File: config.mk
export PLATFORM = sky130hd
export DESIGN_NAME = ptc_div_stage
export DESIGN_NICKNAME = d
export VERILOG_FILES = /design/src/hw/rtl/ptc_pkg.sv /design/src/hw/rtl/ptc_div_stage.sv
export SDC_FILE = /design/constraint.sdc
export NUM_CORES = 1
export LEC_CHECK = 0
export ABC_CLOCK_PERIOD_IN_PS = 8770
export BUFFER_PORTS_ARGS = -buffer_cell sky130_fd_sc_hd__buf_4
export CORE_AREA = 2 2 101 103
export DETAILED_ROUTE_END_ITERATION = 7
export DIE_AREA = 0 0 103 105
export PLACE_DENSITY_LB_ADDON = 0.1
export SETUP_SLACK_MARGIN = 0.4
export SLEW_MARGIN = 20
export SYNTH_ARGS = -nofsm -noshare
export SYNTH_HDL_FRONTEND = slang
export SYNTH_SLANG_ARGS = --single-unit
File: constraint.sdc
create_clock -name vclk -period 8.77
set_clock_uncertainty 0.1 [all_clocks]
set_input_delay 2.631 -clock vclk [all_inputs]
set_output_delay 2.631 -clock vclk [all_outputs]
set_load 0.02 [all_outputs]
File: src/hw/rtl/ptc_pkg.sv
// Shared types, constants and arithmetic helpers for the barometer compensation block
`timescale 1ns / 1ps
package ptc_pkg;

  // Register indexes on the configuration port
  localparam logic [1:0] REG_TEMP_CALIB = 2'd0;
  localparam logic [1:0] REG_PRESS_A    = 2'd1;
  localparam logic [1:0] REG_PRESS_B    = 2'd2;
  localparam logic [1:0] REG_PRESS_C    = 2'd3;

  localparam logic [31:0] PRESS_OFFSET = 32'd64000;
  localparam logic [31:0] ADC_SPAN     = 32'd1048576;
  localparam logic [31:0] PA_SCALE     = 32'd3125;
  localparam logic [31:0] ROUND_HALF   = 32'd128;
  localparam logic [31:0] P1_BIAS      = 32'd32768;
  localparam logic [31:0] SIGN_BIT     = 32'h8000_0000;

  // Divider width: 32-bit dividend, one quotient bit per stage
  localparam int DIV_BITS = 32;

  // Calibration words after sign or zero extension to 32 bits
  typedef struct packed {
    logic [31:0] t1, t2, t3;
    logic [31:0] p1, p2, p3, p4, p5, p6, p7, p8, p9;
  } calib_t;

  // Partial divide state carried from one divider stage to the next
  typedef struct packed {
    logic [31:0] rem;
    logic [31:0] quo;
    logic [31:0] num;
    logic [31:0] den;
    logic        post_shift;
  } div_t;

  // Low 32 bits of a 32x32 product
  function automatic logic [31:0] mul32(input logic [31:0] a, input logic [31:0] b);
    logic [63:0] p;
    p = a * b;
    return p[31:0];
  endfunction

  function automatic logic [31:0] sx16(input logic [15:0] w);
    return {{16{w[15]}}, w};
  endfunction

endpackage

File: src/hw/rtl/ptc_div_stage.sv
// One restoring-divide step: produces one quotient bit per stage
`timescale 1ns / 1ps
module ptc_div_stage
  import ptc_pkg::*;
#(
  parameter int BIT = 31
) (
  input  div_t din,
  output div_t dout
);

  logic [32:0] trial;
  logic [31:0] rem_sh;

  // Shift in the next numerator bit and try a subtract
  always_comb begin
    rem_sh = {din.rem[30:0], din.num[BIT]};
    trial  = {1'b0, rem_sh} - {1'b0, din.den};
    dout   = din;
    if (din.rem[31] || !trial[32]) begin
      dout.rem      = trial[31:0];
      dout.quo[BIT] = 1'b1;
    end else begin
      dout.rem = rem_sh;
    end
  end

endmodule

# After elaboration in Yosys (flattened, before gate mapping)
# Cells that the tools add are included.
# Widths: inputs -> output; s select.
[word_totals]
regBits = 0
input_bits = 129
out_inout_bits = 129
wordCells = 5
[classes]
n_addsub = 1
mux = 2
n_reduce_logical = 2
[op_table]
columns = ["op", "n"]
rows = [
  ["$sub 32x32->33", 1],
  ["$mux 32", 1],
  ["$logic_not 1->1", 1],
  ["$logic_or 1x1->1", 1],
  ["$mux 1", 1],
]

# Longest topological paths before layout
[logic_depth]
depth_word = 4
depth_mapped = 12
ltp_nobuf = 11

# Worst setup path after synthesis
# OpenSTA, ideal clock, no wires.
[synth_timing]
path_kind = "input to output"
startpoint = "in din[7] (netlist bit)"
endpoint = "out dout[128] (netlist bit)"
t_arrival_ns = 4.768
required_time_ns = 6.039
path_slack_ns = 1.271
cell_stages = 11
n_path_buf = 1
cell_sequence = "inv_1 > ha_1 > a21o_1 > a21o_1 > a21oi_4 > a21oi_2 > o21ai_2 > a21oi_2 > o21ai_4 > buf_6 > mux2i_1"
[synth_rtl]
columns = ["element", "line_no", "text"]
rows = [
  ["from (decl)", "ptc_div_stage.sv:8", "input div_t din,"],
  ["to (decl)", "ptc_div_stage.sv:9", "output div_t dout"],
]

==> results.yml <==
die:
  die_area_sq_um: 10800
  placementRows: 36
  core_sq_um: 9640
  die_w_um: 103
  die_h_um: 105
  pin_count: 258
  start_util: 0.311
synthesis:
  yosysTopAreaCell: "buf_4"
  syn_area_sq_um: 3000
  synth_most_common_cell: "buf_4"
  avgSynthCellArea_sq_um: 7.48
  syn_nets: 563
  yosys-top-cells-count: "97 x buf_4, 35 x inv_1, 32 x ha_1"
  synth.area.top_cells: "buf_4 24%, ha_1 13%, mux2_2 11%"
  ys.warnings.count: 0
  ys_types: 53
  ys_seq_area_frac: 0
  netlist.area_leader.share: 0.243
  synthCells: 401
setup_path:
  worstPathRequired_ns: 6.04
  critical_path_class: "in -> out"
  crit_path_start_kind: "input port"
  end_kind: "output port"
  cpMostUsedCell: "buf_4"
  cp_slowest_cell: "o21ai_4"
  cp_slowest_stage_delay_ns: 0.36
  worstPathCellList: "buf_4, inv_1, ha_1, fa_1, nor2b_1, o31a_1, o21ai_1, a21oi_2, o21ai_2, a21oi_2, o21ai_4, buf_4, mux2_2, buf_4"
  cp.arrival_ns: 5.36
  crit_fanout: 14
power:
  intPower_uw: 159
  switchingPower_uw: 172
  vdd_ir_drop_max_v: 0.0000423
  power_frac_clock: 0
  powerDensity_nw_per_um2: 98.1
  combPwrFrac: 1.000
  seq_power_share: 0
  finalPower_uw: 331
  sw_frac_of_total: 0.519
  leakagePower_nw: 1.74
sta:
  slew_headroom: 0.603
  fmax_mhz: 124
  tns_ns: 0
  finalMaxSlewViolations: 0
  period_needed_ns: 8.09
  period_share: 0.923
  final-hold-violation-count: 0
  rsz0062_at_grt: "no"
  max_slew.worst_pin.slew_ns: 0.588
  setup_violations: 0
clocking:
  ctsHoldBuffers: 0
  postCtsSetupBuffers: 0
  cts_resized: 0
finish:
  ff_latch_area_sq_um: 0
  design.seq.count: 0
  area_delta_synth_final_pct: 12.5
  drive_above_1_share: 0.414
  clock_buffers: 0
  diodes: 0
  final_nets: 592
global_route:
  grt_pass1_wl_um: 12200
  grtUsageTotal: 0.135
  grt_pass1_vias: 2595
  grt_max_degree: 15
  antenna_found_initial: 0
  grt_overflow_total: 0
placement:
  hpwlAfterDp_um: 6830
  routabilityCongestion: 0.738
  numPortBuffers: 132
detailed_routing:
  dr.pass1.iters: 4
  drt_wl_total_um: 7740
  drc: 0
  ant_nets: 0
  vias: 2678
  wire_per_inst_um: 13.8
  drt_iter0_drc: 58
  vias_per_cell: 4.77
outcome:
  outcome: "complete, no violations"
min_path:
  hp-class: "in -> out"
job:
  cap_violations: 0
==> routing by layer <==
metal	routed length, um	GRT usage	vias up	part of all wire
met3	562	0.0174	20	0.073
met5	0	0	-	0
met2	3880	0.242	109	0.50
met4	135	0.0226	0	0.017
met1	3170	0.171	1201	0.41
li1	-	-	1348	-
==> path summary, 6_finish.rpt <==
path	slack [ns]	startpoint	to	depth (start not counted)
hold / removal	5.16	din[35]	dout[35]	0
setup / recovery	0.68	din[64]	dout[118]	14
==> final cells by class <==
cell class	count	area, sq um
fill	1074	6270
inverter	35	131
multi-input combinational	259	2070
tap	133	166
timing repair buffer	134	1010
==> worst max-delay path, delay by kind of cell <==
kind	cells	cell delay [ns]
buf+inv	4	0.66
compound gates	6	1.24
simple gates	1	0.07
fa+ha+maj	2	0.39
mux	1	0.36
==> logic make-up after synthesis <==
group / synth area share
AOI/OAI and AO/OA: 0.222
xor gates and xnor gates: 0.0789
adders and majority gates: 0.140
buffers and inverters: 0.310
muxes: 0.115
and+or+nand+nor: 0.134
==> placed cells by master (no fill, tap or decap), types with 3 or more instances in the layout <==
| cell | n |
|---|---|
| buf_4 | 134 |
| nor3_1 | 9 |
| nor2_1 | 26 |
| xor2_1 | 10 |
| and3_1 | 3 |
| nand4_1 | 7 |
| a21o_1 | 20 |
| a21oi_1 | 20 |
| nand2_1 | 13 |
| inv_1 | 35 |
| a211oi_1 | 4 |
| nor2b_1 | 6 |
| mux2i_1 | 3 |
| and2_1 | 3 |
| nand3_1 | 6 |
| ha_1 | 32 |
| xnor2_1 | 17 |
| o21ai_0 | 11 |
| mux2_2 | 28 |
==> power groups by stage <==
| stage | clock, mW | sequential [mW] | combinational [mW] |
|---|---|---|---|
| final | 0 | 0 | 0.331 |
| after global placement | 0 | 0 | 0.334 |
| after CTS | 0 | 0 | 0.336 |
| after global routing | 0 | 0 | 0.361 |
| after detailed placement | 0 | 0 | 0.334 |
| after floorplan | 0 | 0 | 0.272 |
==> metrics by stage <==
stage	setup slack (ns)	util	area (sq um)	hold slack, ns	cells
floorplan	1.27	-	3000	5.27	401
global placement	0.700	0.350	3370	5.16	561
detailed placement	0.628	0.350	3370	5.16	561
CTS	0.615	0.350	3370	5.16	561
global route	0.478	0.350	3370	5.16	561
finish	0.675	0.350	3370	5.16	561
(Power assumes the default switching activity.)
